**src/rtl/adaptive_differential_quantizer_assert.svh**
```systemverilog
// assertion macros for the adaptive differential quantizer
`ifndef ADAPTIVE_DIFFERENTIAL_QUANTIZER_ASSERT_SVH
`define ADAPTIVE_DIFFERENTIAL_QUANTIZER_ASSERT_SVH

`ifndef SYNTHESIS

// combinational invariant checked at every clock edge out of reset
`define ADQ_ASSERT(lbl, clk, rst_n, prop) \
    lbl: assert property (@(posedge clk) disable iff (!rst_n) (prop)) \
        else $error("adq assertion failed");

// same-cycle implication
`define ADQ_ASSERT_IMPL(lbl, clk, rst_n, ante, cons) \
    lbl: assert property (@(posedge clk) disable iff (!rst_n) (ante) |-> (cons)) \
        else $error("adq implication failed");

// next-cycle implication
`define ADQ_ASSERT_NEXT(lbl, clk, rst_n, ante, cons) \
    lbl: assert property (@(posedge clk) disable iff (!rst_n) (ante) |=> (cons)) \
        else $error("adq next-cycle implication failed");

`else

`define ADQ_ASSERT(lbl, clk, rst_n, prop)
`define ADQ_ASSERT_IMPL(lbl, clk, rst_n, ante, cons)
`define ADQ_ASSERT_NEXT(lbl, clk, rst_n, ante, cons)

`endif

`endif

```
**src/rtl/adq_pkg.sv**
```systemverilog
`default_nettype none

package adq_pkg;

    localparam int SAMPLE_W     = 16;
    localparam int GAIN_W       = 15;
    localparam int COEF_W       = 16;
    localparam int WLEN_W       = 5;
    localparam int LIMIT_W      = 15;
    localparam int STEP_W       = 15;
    localparam int SUM_W        = 20;
    localparam int MAG_W        = SAMPLE_W + 1;
    localparam int WINDOW_DEPTH = 16;
    localparam int SLOT_W       = (WINDOW_DEPTH > 1) ? $clog2(WINDOW_DEPTH) : 1;
    localparam int RING_W       = $clog2(WINDOW_DEPTH + 32);

    localparam int DIV_W        = SUM_W;
    localparam int DIV_CNT_W    = $clog2(DIV_W + 1);
    localparam int QUANT_ITER   = MAG_W;

    localparam int PADDR_W      = 4;
    localparam int PDATA_W      = 32;

    localparam logic [STEP_W-1:0] STEP_MAX = 15'd32766;
    localparam logic [STEP_W-1:0] STEP_MIN = 15'd1;

    localparam logic [1:0] REG_STEP_GAIN      = 2'd0;
    localparam logic [1:0] REG_PREDICTOR_COEF = 2'd1;
    localparam logic [1:0] REG_WINDOW_LENGTH  = 2'd2;
    localparam logic [1:0] REG_LEVEL_LIMIT    = 2'd3;

    typedef struct packed {
        logic [GAIN_W-1:0]        step_gain;
        logic signed [COEF_W-1:0] predictor_coef;
        logic [WLEN_W-1:0]        window_length;
        logic [LIMIT_W-1:0]       level_limit;
    } t_cfg;

    typedef struct packed {
        logic                 start;
        logic [DIV_W-1:0]     dividend;
        logic [STEP_W-1:0]    divisor;
        logic [DIV_CNT_W-1:0] count;
    } t_div_req;

    typedef struct packed {
        logic             done;
        logic [DIV_W-1:0] quotient;
    } t_div_rsp;

endpackage

`default_nettype wire

```
**src/rtl/adq_sample_if.sv**
```systemverilog
`default_nettype none

interface adq_sample_if;
    import adq_pkg::*;

    logic                       valid;
    logic                       ready;
    logic signed [SAMPLE_W-1:0] sample;

    modport source (output valid, output sample, input ready);
    modport sink (input valid, input sample, output ready);
endinterface

`default_nettype wire

```
**src/rtl/adq_level_if.sv**
```systemverilog
`default_nettype none

interface adq_level_if;
    import adq_pkg::*;

    logic                       valid;
    logic                       ready;
    logic signed [SAMPLE_W-1:0] level;

    modport source (output valid, output level, input ready);
    modport sink (input valid, input level, output ready);
endinterface

`default_nettype wire

```
**src/rtl/adq_cfg.sv**
```systemverilog
`default_nettype none

module adq_cfg (
    input  wire logic                          i_clk,
    input  wire logic                          i_rst_n,
    input  wire logic                          psel,
    input  wire logic                          penable,
    input  wire logic                          pwrite,
    input  wire logic [adq_pkg::PADDR_W-1:0]   paddr,
    input  wire logic [adq_pkg::PDATA_W-1:0]   pwdata,
    output logic      [adq_pkg::PDATA_W-1:0]   prdata,
    output logic                               pready,
    output adq_pkg::t_cfg                      o_cfg
);
    import adq_pkg::*;

    t_cfg       r_cfg;
    logic       wr_en;
    logic [1:0] reg_idx;

    assign pready  = 1'b1;
    assign wr_en   = psel & penable & pwrite & pready;
    assign reg_idx = paddr[3:2];
    assign o_cfg   = r_cfg;

    always_ff @(posedge i_clk) begin
        if (!i_rst_n) begin
            r_cfg.step_gain      <= 15'd16384;
            r_cfg.predictor_coef <= '0;
            r_cfg.window_length  <= 5'd10;
            r_cfg.level_limit    <= 15'd7;
        end else if (wr_en) begin
            unique case (reg_idx)
                REG_STEP_GAIN:      r_cfg.step_gain      <= pwdata[GAIN_W-1:0];
                REG_PREDICTOR_COEF: r_cfg.predictor_coef <= pwdata[COEF_W-1:0];
                REG_WINDOW_LENGTH:  r_cfg.window_length  <= pwdata[WLEN_W-1:0];
                REG_LEVEL_LIMIT:    r_cfg.level_limit    <= pwdata[LIMIT_W-1:0];
                default: ;
            endcase
        end
    end

    always_comb begin
        prdata = '0;
        unique case (reg_idx)
            REG_STEP_GAIN:      prdata = PDATA_W'(r_cfg.step_gain);
            REG_PREDICTOR_COEF: prdata = PDATA_W'(unsigned'(r_cfg.predictor_coef));
            REG_WINDOW_LENGTH:  prdata = PDATA_W'(r_cfg.window_length);
            REG_LEVEL_LIMIT:    prdata = PDATA_W'(r_cfg.level_limit);
            default:            prdata = '0;
        endcase
    end

endmodule

`default_nettype wire

```
**src/rtl/adq_div.sv**
```systemverilog
`default_nettype none

// restoring unsigned divider, one quotient bit per cycle
module adq_div (
    input  wire logic          i_clk,
    input  wire logic          i_rst_n,
    input  adq_pkg::t_div_req  i_req,
    output adq_pkg::t_div_rsp  o_rsp
);
    import adq_pkg::*;

    logic                 r_busy;
    logic                 r_done;
    logic [DIV_CNT_W-1:0] r_cnt;
    logic [STEP_W-1:0]    r_dvs;
    logic [STEP_W-1:0]    r_rem;
    logic [DIV_W-1:0]     r_quo;

    logic [STEP_W:0]      trial;
    logic                 ge;
    logic [STEP_W:0]      diff;

    assign trial = {r_rem, r_quo[DIV_W-1]};
    assign ge    = trial >= {1'b0, r_dvs};
    assign diff  = trial - {1'b0, r_dvs};

    assign o_rsp.done     = r_done;
    assign o_rsp.quotient = r_quo;

    always_ff @(posedge i_clk) begin
        if (!i_rst_n) begin
            r_busy <= 1'b0;
            r_done <= 1'b0;
            r_cnt  <= '0;
        end else begin
            r_done <= 1'b0;
            if (i_req.start) begin
                r_busy <= 1'b1;
                r_cnt  <= i_req.count;
            end else if (r_busy) begin
                r_cnt <= r_cnt - 1'b1;
                if (r_cnt == DIV_CNT_W'(1)) begin
                    r_busy <= 1'b0;
                    r_done <= 1'b1;
                end
            end
        end
    end

    // remainder stays below the divisor, so it fits the divisor width
    always_ff @(posedge i_clk) begin
        if (i_req.start) begin
            r_dvs <= i_req.divisor;
            r_rem <= '0;
            r_quo <= i_req.dividend;
        end else if (r_busy) begin
            r_rem <= ge ? diff[STEP_W-1:0] : trial[STEP_W-1:0];
            r_quo <= {r_quo[DIV_W-2:0], ge};
        end
    end

endmodule

`default_nettype wire

```
**src/rtl/adaptive_differential_quantizer.sv**
```systemverilog
`default_nettype none

// Adaptive differential quantizer: each sample transaction yields one level transaction.
// The level is (sample - prediction) / step, truncated toward zero and clamped to
// -level_limit-1..level_limit; the block then rebuilds the sample, updates a first-order
// prediction and adapts the step from a 16-entry window of dequantized magnitudes.
// The block takes one sample at a time and accepts no new sample until the last one has
// passed the shared restoring divider, which runs 17 iterations for the quantizing divide
// and 20 for the step divide, and the five sequencing states between the divides (MDQ,
// REC, UPD, MSG and SDIV, three of them on the shared multiplier) and its level has been
// moved into the output register. With window_length zero the step divide is skipped
// and the step is set to STEP_MAX, the largest step value.
// The output register lets the next sample in while a level waits to be taken.
// Configuration through the APB port at byte addresses 0, 4, 8, 12; write only while idle.
module adaptive_differential_quantizer (
    input  wire logic                          i_clk,
    input  wire logic                          i_rst_n,
    adq_sample_if.sink                         i_sample_ch,
    adq_level_if.source                        o_level_ch,
    input  wire logic                          psel,
    input  wire logic                          penable,
    input  wire logic                          pwrite,
    input  wire logic [adq_pkg::PADDR_W-1:0]   paddr,
    input  wire logic [adq_pkg::PDATA_W-1:0]   pwdata,
    output logic      [adq_pkg::PDATA_W-1:0]   prdata,
    output logic                               pready
);
    import adq_pkg::*;

`include "adaptive_differential_quantizer_assert.svh"

    localparam logic [3:0] ST_IDLE  = 4'd0;
    localparam logic [3:0] ST_QDIV  = 4'd1;
    localparam logic [3:0] ST_QWAIT = 4'd2;
    localparam logic [3:0] ST_MDQ   = 4'd3;
    localparam logic [3:0] ST_REC   = 4'd4;
    localparam logic [3:0] ST_UPD   = 4'd5;
    localparam logic [3:0] ST_MSG   = 4'd6;
    localparam logic [3:0] ST_SDIV  = 4'd7;
    localparam logic [3:0] ST_SWAIT = 4'd8;
    localparam logic [3:0] ST_DONE  = 4'd9;

    localparam int MUL_A_W = SUM_W + 1;
    localparam int MUL_B_W = COEF_W;
    localparam int PROD_W  = MUL_A_W + MUL_B_W;

    t_cfg     cfg;
    t_div_req div_req;
    t_div_rsp div_rsp;

    logic [3:0]                  r_state;
    logic [3:0]                  n_state;

    logic signed [SAMPLE_W-1:0]  r_predicted;
    logic signed [SAMPLE_W-1:0]  r_last_rec;
    logic [STEP_W-1:0]           r_step;
    logic [SUM_W-1:0]            r_sum;
    logic [MAG_W-1:0]            r_window [WINDOW_DEPTH];
    logic [SLOT_W-1:0]           r_slot;
    logic                        r_out_valid;
    logic signed [SAMPLE_W-1:0]  r_out_level;

    logic signed [SAMPLE_W-1:0]  r_d;
    logic signed [SAMPLE_W-1:0]  r_level;
    logic signed [SAMPLE_W-1:0]  r_recon;
    logic [MAG_W-1:0]            r_mag;
    logic signed [PROD_W-1:0]    r_prod;

    logic                        in_acc;
    logic                        out_free;
    logic                        div_wait;
    logic signed [MUL_A_W-1:0]   mul_a;
    logic signed [MUL_B_W-1:0]   mul_b;

    logic [MAG_W-1:0]            d_ext;
    logic [MAG_W-1:0]            d_abs;
    logic signed [MAG_W:0]       q_signed;
    logic signed [MAG_W:0]       lim_hi;
    logic signed [MAG_W:0]       lim_lo;
    logic signed [SAMPLE_W-1:0]  level_clamped;

    logic signed [SAMPLE_W-1:0]  dq;
    logic [MAG_W-1:0]            dq_ext;
    logic [MAG_W-1:0]            dq_abs;

    logic signed [PROD_W-1:0]    coef_biased;
    logic [SAMPLE_W-1:0]         coef_term;

    logic [SUM_W-1:0]            sum_next;
    logic [RING_W-1:0]           ring;
    logic [RING_W-1:0]           slot_inc;
    logic [SUM_W-1:0]            p_val;
    logic [STEP_W-1:0]           step_clamped;

    adq_cfg u_cfg (
        .i_clk   (i_clk),
        .i_rst_n (i_rst_n),
        .psel    (psel),
        .penable (penable),
        .pwrite  (pwrite),
        .paddr   (paddr),
        .pwdata  (pwdata),
        .prdata  (prdata),
        .pready  (pready),
        .o_cfg   (cfg)
    );

    adq_div u_div (
        .i_clk   (i_clk),
        .i_rst_n (i_rst_n),
        .i_req   (div_req),
        .o_rsp   (div_rsp)
    );

    assign i_sample_ch.ready = (r_state == ST_IDLE);
    assign in_acc            = i_sample_ch.valid & i_sample_ch.ready;
    assign o_level_ch.valid  = r_out_valid;
    assign o_level_ch.level  = r_out_level;
    assign out_free          = !r_out_valid || o_level_ch.ready;
    assign div_wait          = (r_state == ST_QWAIT) || (r_state == ST_SWAIT);

    // magnitude of the difference, 32768 kept unsigned
    assign d_ext = {r_d[SAMPLE_W-1], r_d};
    assign d_abs = r_d[SAMPLE_W-1] ? (MAG_W'(0) - d_ext) : d_ext;

    // signed quotient and clamp
    always_comb begin
        q_signed = r_d[SAMPLE_W-1] ? -$signed({1'b0, div_rsp.quotient[MAG_W-1:0]})
                                   : $signed({1'b0, div_rsp.quotient[MAG_W-1:0]});
        lim_hi   = $signed({{(MAG_W + 1 - LIMIT_W){1'b0}}, cfg.level_limit});
        lim_lo   = ~lim_hi;
        if (q_signed > lim_hi) begin
            level_clamped = lim_hi[SAMPLE_W-1:0];
        end else if (q_signed < lim_lo) begin
            level_clamped = lim_lo[SAMPLE_W-1:0];
        end else begin
            level_clamped = q_signed[SAMPLE_W-1:0];
        end
    end

    assign dq     = r_prod[SAMPLE_W-1:0];
    assign dq_ext = {dq[SAMPLE_W-1], dq};
    assign dq_abs = dq[SAMPLE_W-1] ? (MAG_W'(0) - dq_ext) : dq_ext;

    // coefficient product over 32768, truncated toward zero
    assign coef_biased = r_prod + (r_prod[PROD_W-1] ? PROD_W'(32767) : PROD_W'(0));
    assign coef_term   = coef_biased[SAMPLE_W+14:15];

    assign sum_next = r_sum - SUM_W'(r_window[r_slot]) + SUM_W'(r_mag);

    always_comb begin
        if (cfg.window_length == '0) begin
            ring = RING_W'(1);
        end else if (RING_W'(cfg.window_length) > RING_W'(WINDOW_DEPTH)) begin
            ring = RING_W'(WINDOW_DEPTH);
        end else begin
            ring = RING_W'(cfg.window_length);
        end
    end
    assign slot_inc = RING_W'(r_slot) + RING_W'(1);

    assign p_val = r_prod[SUM_W+14:15];

    always_comb begin
        if (div_rsp.quotient > DIV_W'(STEP_MAX)) begin
            step_clamped = STEP_MAX;
        end else if (div_rsp.quotient == '0) begin
            step_clamped = STEP_MIN;
        end else begin
            step_clamped = div_rsp.quotient[STEP_W-1:0];
        end
    end

    // shared multiplier operand select
    always_comb begin
        mul_a = '0;
        mul_b = '0;
        unique case (r_state)
            ST_MDQ: begin
                mul_a = MUL_A_W'(r_level);
                mul_b = $signed({1'b0, r_step});
            end
            ST_REC: begin
                mul_a = MUL_A_W'(r_last_rec);
                mul_b = cfg.predictor_coef;
            end
            ST_MSG: begin
                mul_a = $signed({1'b0, r_sum});
                mul_b = $signed({1'b0, cfg.step_gain});
            end
            default: ;
        endcase
    end

    always_comb begin
        div_req          = '0;
        div_req.divisor  = r_step;
        div_req.dividend = {d_abs, {(DIV_W - MAG_W){1'b0}}};
        div_req.count    = DIV_CNT_W'(QUANT_ITER);
        if (r_state == ST_QDIV) begin
            div_req.start = 1'b1;
        end else if (r_state == ST_SDIV) begin
            div_req.dividend = p_val;
            div_req.divisor  = STEP_W'(cfg.window_length);
            div_req.count    = DIV_CNT_W'(DIV_W);
            div_req.start    = (cfg.window_length != '0);
        end
    end

    always_comb begin
        n_state = r_state;
        unique case (r_state)
            ST_IDLE:  if (in_acc) n_state = ST_QDIV;
            ST_QDIV:  n_state = ST_QWAIT;
            ST_QWAIT: if (div_rsp.done) n_state = ST_MDQ;
            ST_MDQ:   n_state = ST_REC;
            ST_REC:   n_state = ST_UPD;
            ST_UPD:   n_state = ST_MSG;
            ST_MSG:   n_state = ST_SDIV;
            ST_SDIV:  n_state = (cfg.window_length == '0) ? ST_DONE : ST_SWAIT;
            ST_SWAIT: if (div_rsp.done) n_state = ST_DONE;
            ST_DONE:  if (out_free) n_state = ST_IDLE;
            default:  n_state = ST_IDLE;
        endcase
    end

    always_ff @(posedge i_clk) begin
        if (!i_rst_n) begin
            r_state     <= ST_IDLE;
            r_predicted <= '0;
            r_last_rec  <= '0;
            r_step      <= STEP_MIN;
            r_sum       <= '0;
            r_slot      <= '0;
            r_out_valid <= 1'b0;
            for (int i = 0; i < WINDOW_DEPTH; i++) begin
                r_window[i] <= '0;
            end
        end else begin
            r_state <= n_state;
            if (r_state == ST_DONE && out_free) begin
                r_out_valid <= 1'b1;
            end else if (r_out_valid && o_level_ch.ready) begin
                r_out_valid <= 1'b0;
            end
            unique case (r_state)
                ST_UPD: begin
                    r_predicted      <= r_recon - $signed(coef_term);
                    r_last_rec       <= r_recon;
                    r_sum            <= sum_next;
                    r_window[r_slot] <= r_mag;
                    r_slot           <= (slot_inc >= ring) ? '0 : slot_inc[SLOT_W-1:0];
                end
                ST_SDIV: begin
                    if (cfg.window_length == '0) begin
                        r_step <= STEP_MAX;
                    end
                end
                ST_SWAIT: begin
                    if (div_rsp.done) begin
                        r_step <= step_clamped;
                    end
                end
                default: ;
            endcase
        end
    end

    always_ff @(posedge i_clk) begin
        r_prod <= mul_a * mul_b;
        if (in_acc) begin
            r_d <= i_sample_ch.sample - r_predicted;
        end
        if (r_state == ST_QWAIT && div_rsp.done) begin
            r_level <= level_clamped;
        end
        if (r_state == ST_REC) begin
            r_recon <= dq + r_predicted;
            r_mag   <= dq_abs;
        end
        if (r_state == ST_DONE && out_free) begin
            r_out_level <= r_level;
        end
    end

    `ADQ_ASSERT(a_step_range, i_clk, i_rst_n, (r_step != '0) && (r_step != STEP_MAX + 15'd1))
    `ADQ_ASSERT_IMPL(a_div_done_waiting, i_clk, i_rst_n, div_rsp.done, div_wait)
    `ADQ_ASSERT_NEXT(a_accept_starts_div, i_clk, i_rst_n, in_acc, r_state == ST_QDIV)
    `ADQ_ASSERT(a_slot_in_ring, i_clk, i_rst_n, RING_W'(r_slot) < RING_W'(WINDOW_DEPTH))

endmodule

`default_nettype wire
```
**src/flat_wrapper.sv**
```systemverilog
// flat-port wrapper written by rule: the top's interface ports become plain ports
module adaptive_differential_quantizer_flat import adq_pkg::*;
  (i_clk, i_rst_n, psel, penable, pwrite, paddr, pwdata, prdata, pready, i_sample_ch_valid, i_sample_ch_sample, i_sample_ch_ready, o_level_ch_valid, o_level_ch_level, o_level_ch_ready);
  adq_sample_if i_sample_ch_i ();
  adq_level_if o_level_ch_i ();
  input  wire logic i_clk;
  input  wire logic i_rst_n;
  input  wire logic psel;
  input  wire logic penable;
  input  wire logic pwrite;
  input  wire logic [adq_pkg::PADDR_W-1:0] paddr;
  input  wire logic [adq_pkg::PDATA_W-1:0] pwdata;
  output logic      [adq_pkg::PDATA_W-1:0] prdata;
  output logic pready;
  input wire logic [$bits(i_sample_ch_i.valid)-1:0] i_sample_ch_valid;
  input wire logic [$bits(i_sample_ch_i.sample)-1:0] i_sample_ch_sample;
  output wire logic [$bits(i_sample_ch_i.ready)-1:0] i_sample_ch_ready;
  output wire logic [$bits(o_level_ch_i.valid)-1:0] o_level_ch_valid;
  output wire logic [$bits(o_level_ch_i.level)-1:0] o_level_ch_level;
  input wire logic [$bits(o_level_ch_i.ready)-1:0] o_level_ch_ready;
  assign i_sample_ch_i.valid = i_sample_ch_valid;
  assign i_sample_ch_i.sample = i_sample_ch_sample;
  assign i_sample_ch_ready = i_sample_ch_i.ready;
  assign o_level_ch_valid = o_level_ch_i.valid;
  assign o_level_ch_level = o_level_ch_i.level;
  assign o_level_ch_i.ready = o_level_ch_ready;
  adaptive_differential_quantizer u_core (.i_clk(i_clk), .i_rst_n(i_rst_n), .i_sample_ch(i_sample_ch_i), .o_level_ch(o_level_ch_i), .psel(psel), .penable(penable), .pwrite(pwrite), .paddr(paddr), .pwdata(pwdata), .prdata(prdata), .pready(pready));
endmodule
```
**config.mk**
```make
export PLATFORM = sky130hd
export DESIGN_NAME = adaptive_differential_quantizer_flat
export DESIGN_NICKNAME = d
export VERILOG_FILES = /design/src/rtl/adq_pkg.sv /design/src/rtl/adq_sample_if.sv /design/src/rtl/adq_level_if.sv /design/src/rtl/adq_cfg.sv /design/src/rtl/adq_div.sv /design/src/rtl/adaptive_differential_quantizer.sv /design/src/flat_wrapper.sv
export VERILOG_INCLUDE_DIRS = /design/src /design/src/rtl
export SDC_FILE = /design/constraint.sdc
export NUM_CORES = 2
export LEC_CHECK = 0
export BUFFER_PORTS_ARGS = -buffer_cell sky130_fd_sc_hd__buf_2
export CAP_MARGIN = 0
export CORE_UTILIZATION = 60
export CTS_BUF_LIST = sky130_fd_sc_hd__clkbuf_2
export CTS_CLUSTER_DIAMETER = 40
export DETAILED_ROUTE_END_ITERATION = 12
export GPL_TIMING_DRIVEN = 0
export HOLD_SLACK_MARGIN = 0.03
export PLACE_DENSITY = 0.75
export SYNTH_ARGS = -nofsm -noshare
export SYNTH_HDL_FRONTEND = slang
export SYNTH_SLANG_ARGS = --single-unit
```
**constraint.sdc**
```tcl
create_clock -name i_clk -period 9.9 [get_ports i_clk]
set_input_delay 0.495 -clock i_clk [delete_from_list [all_inputs] [get_ports i_clk]]
set_output_delay 0.495 -clock i_clk [all_outputs]
set_load 0.03 [all_outputs]
```
==> run metrics <==
status finished clean; Remaining DRCs 0; worst path buffer plus inverter count 7; WHS Path Cells 4; Leak 19.6 nW; cell with the most instances after synthesis inv_1; sequential share of the synthesized area 0.360; origin of the critical flop-to-flop path u_core.r_state[3]$_SDFFE_PN0P_; Post-synth EDFFs between 300 and 400; Worst R2R End u_core.r_prod[31]$_DFF_P_; gate count of the mapped netlist about 4,300; Syn. warnings 0; area grow syn2layout 9.67%; total of max-cap violations 0; total CTS buffers 150; IO Port Bufs 74; synth cell count leaders inv_1, nand2_1, edfxtp_1; CP endpoint u_core.r_prod[31]$_DFF_P_; Skew-Pair Late Insertion Delay approximately 1.4 ns; mean post-synth cell area roughly 10 um^2; RD Place Congestion about 1; CP endpoint kind flop; share of layout cells above drive strength 1 0.105; GRT Total Usage 0.373; Post-synth ARST share 0; H-tree depth reported by CTS 4; crit path launch u_core.r_state[3]$_SDFFE_PN0P_; Critical Path Stages 25; Crit path arrival time 10.83 ns; worst slew pin tran roughly 1.3 ns; final core utilization 0.668; Post-Route WL approximately 130 mm; WS Path Type reg2reg; Worst R2R Setup Slack 0.23 ns; per-cell routed wire length around 24 um; Die Ht 269 um; Final TNS setup 0 ns; Critical Path RT between 10 and 15 ns; Most Crowded Layer GR met2; final setup vio count 0; Die ar. ~73,000 um^2; Placed Cells 5,296; Clock Path Buffers 3; met3 track demand over resource 0.122; crit start category flop; vias in the first global route between 30,000 and 40,000; area share of the leading cell type in the synthesized netlist 0.272; RSZ-0062 raised after global routing false; Ports between 100 and 150; initial antenna violation count 5; post-route ant nets 0; initial DRC count ~4,000; Pwr Density around 120 nW/um^2; Post-synth top flop edfxtp_1; minimum clock period between 9 and 10 ns; root buffer cell clkbuf_2; worst hold path type in2reg; worst-case clock skew 0.139 ns; Worst path max stage delay roughly 0.90 ns; final net count approximately 5,200; Fin. Hold Viols 0; GRT Residual Overflow 0; period utilization 0.977; Max Fanout on Critical Path 10; fin cells 5,650; Detailed Place HPWL around 100 mm; first-pass GRT wire length ~200 mm; fillcell total around 5,600; Power, Total ~5.6 mW; M2 GR Usage 0.546; GRT met1 Usage 0.515; Vias/cell around 6.2; maximum vdd drop about 0.22 mV; Core Rows 97; Slew Limit Fails 0; Top Family by Delay on Critical Path adder cells; TritonCTS clock tree done; FF+latch count, synth 577; clock slew at reported path FFs 0.10 ns; DRT Pass-1 Iters 8; Crit-path slowest cell o311ai_0; initial core utilization 0.609; cell accounting for the most synthesized area edfxtp_1; die width 269 um; Worst slew margin 0.159; Register-to-Register Path Depth 25; worst hold margin around 0.23 ns; via count between 30,000 and 40,000; FMAX about 100 MHz; Core Region around 70,000 um^2; largest net degree at the start of global routing 34; ranking of synthesized cells by area edfxtp_1, fa_1, dfxtp_1; # clock sinks 577; synth unique cells a little over 80; most frequent CP cell fa_1; Mapped Area approximately 43,000 um^2
[worst min path at each step]
stage | slack (ns) | startpoint | endpoint
floorplan | 0.43 | u_core.r_level[10]$_DFFE_PP_ | u_core.o_level_ch.level[10]$_DFFE_PP_
global placement | 0.46 | u_core.u_div.r_rem[14]$_SDFFE_PN0P_ | u_core.u_div.r_rem[14]$_SDFFE_PN0P_
detailed placement | 0.47 | u_core.u_div.r_rem[14]$_SDFFE_PN0P_ | u_core.u_div.r_rem[14]$_SDFFE_PN0P_
CTS | 0.11 | i_sample_ch_sample[4] | u_core.r_d[4]$_DFFE_PP_
global route | 0.16 | i_sample_ch_sample[6] | u_core.r_d[6]$_DFFE_PP_
finish | 0.23 | i_sample_ch_sample[6] | u_core.r_d[6]$_DFFE_PP_
[final cells by class]
class	count	area, um^2	share of cell area
clock buffers	206	1030	0.0219
plain buffers	267	1080	0.0231
well taps	940	1180	0.0250
multi-input cells	2859	24400	0.519
repair buffers	168	1370	0.0290
clock inverters	65	394	0.00838
flip-flops and latches	577	15400	0.328
inverters	563	2110	0.0449
diodes	5	12.5	0.000266
[repair_timing]
action	4_1_cts	5_1_grt
setup buffers	0	0
resized for setup	0	3
hold buffers	79	0
setup endpoints to repair	0	4
hold endpoints to repair	124	0
[cell families (layout without fill, tap and decap cells)]
kind of cell	count (synthesis)	after routing	share of synthesized area
AOI/OAI and AO/OA	623	623	0.0991
other	2	23	0.000175
and+or+nand+nor	1358	1358	0.147
DFF	577	577	0.360
xor gates and xnor gates	153	153	0.0316
muxes	122	122	0.0548
adders and majority gates	585	585	0.232
buffers and inverters	831	1269	0.0746
[flip-flops by register name (all words and copies together) (netlist names), 17 cells and up, named ones only]
signal and flops:
u_core.r_mag 17, u_core.u_cfg.o_cfg 51, u_core.u_div.r_quo 20, u_core.r_sum 20
u_core.r_prod 36, u_core.r_window 272
[per-stage QoR]
stage | instance area (um^2) | setup WS (ns)
floorplan | 42900 | 1.80
global placement | 44500 | -0.941
detailed placement | 44800 | 0.522
CTS | 47000 | 0.495
global route | 47000 | 0.0118
finish | 47000 | 0.232
[worst reg2reg max path, stage by stage, from the launching register on]
cell and delay, ns:
dfxtp_1 0.30, clkbuf_1 0.21, nand2b_1 0.25, nor2_1 0.30, clkbuf_1 0.40, buf_1 0.47
a22oi_1 0.35, nand2_1 0.44, clkbuf_1 0.68, nand2_1 0.16, fa_1 0.54, inv_1 0.06
fa_1 0.53, fa_1 0.47, fa_1 0.54, fa_1 0.55, inv_1 0.09, fa_1 0.57
inv_1 0.05, ha_1 0.42, nand3_1 0.15, o21ai_0 0.32, o2111ai_1 0.23, a311o_1 0.36
and2_1 0.18, o311ai_0 0.90
[power by group]
| part | internal [mW] | total [mW] | switching [mW] |
|---|---|---|---|
| sequential | 2.70 | 2.79 | 0.0927 |
| clock | 0.668 | 1.74 | 1.08 |
| combinational | 0.411 | 1.06 | 0.654 |
[per-layer routing]
layer	wire, um	vias to the layer above
met1	51200	16800
li1	-	15300
met5	13	-
met4	5530	2
met3	19400	388
met2	57700	2293
[cell usage in the layout, fill, tap and decap left out, types with 50 or more instances in the layout]
master | Yosys | final
xnor2_1 | 90 | 90
nor3_1 | 239 | 239
buf_2 | 1 | 75
nand3_1 | 50 | 50
fa_1 | 353 | 353
inv_1 | 547 | 547
dfxtp_1 | 189 | 189
a21oi_1 | 103 | 103
nor4_1 | 73 | 73
xor2_1 | 62 | 62
nor2_1 | 259 | 258
clkbuf_1 | 227 | 225
clkinv_1 | 16 | 53
nand2_1 | 504 | 503
a21boi_0 | 71 | 70
edfxtp_1 | 388 | 388
ha_1 | 232 | 232
and2_1 | 68 | 68
mux4_2 | 90 | 90
dlygate4sd3_1 | 0 | 79
o21ai_0 | 145 | 133
clkbuf_2 | 1 | 208
(Power assumes the default switching activity.)
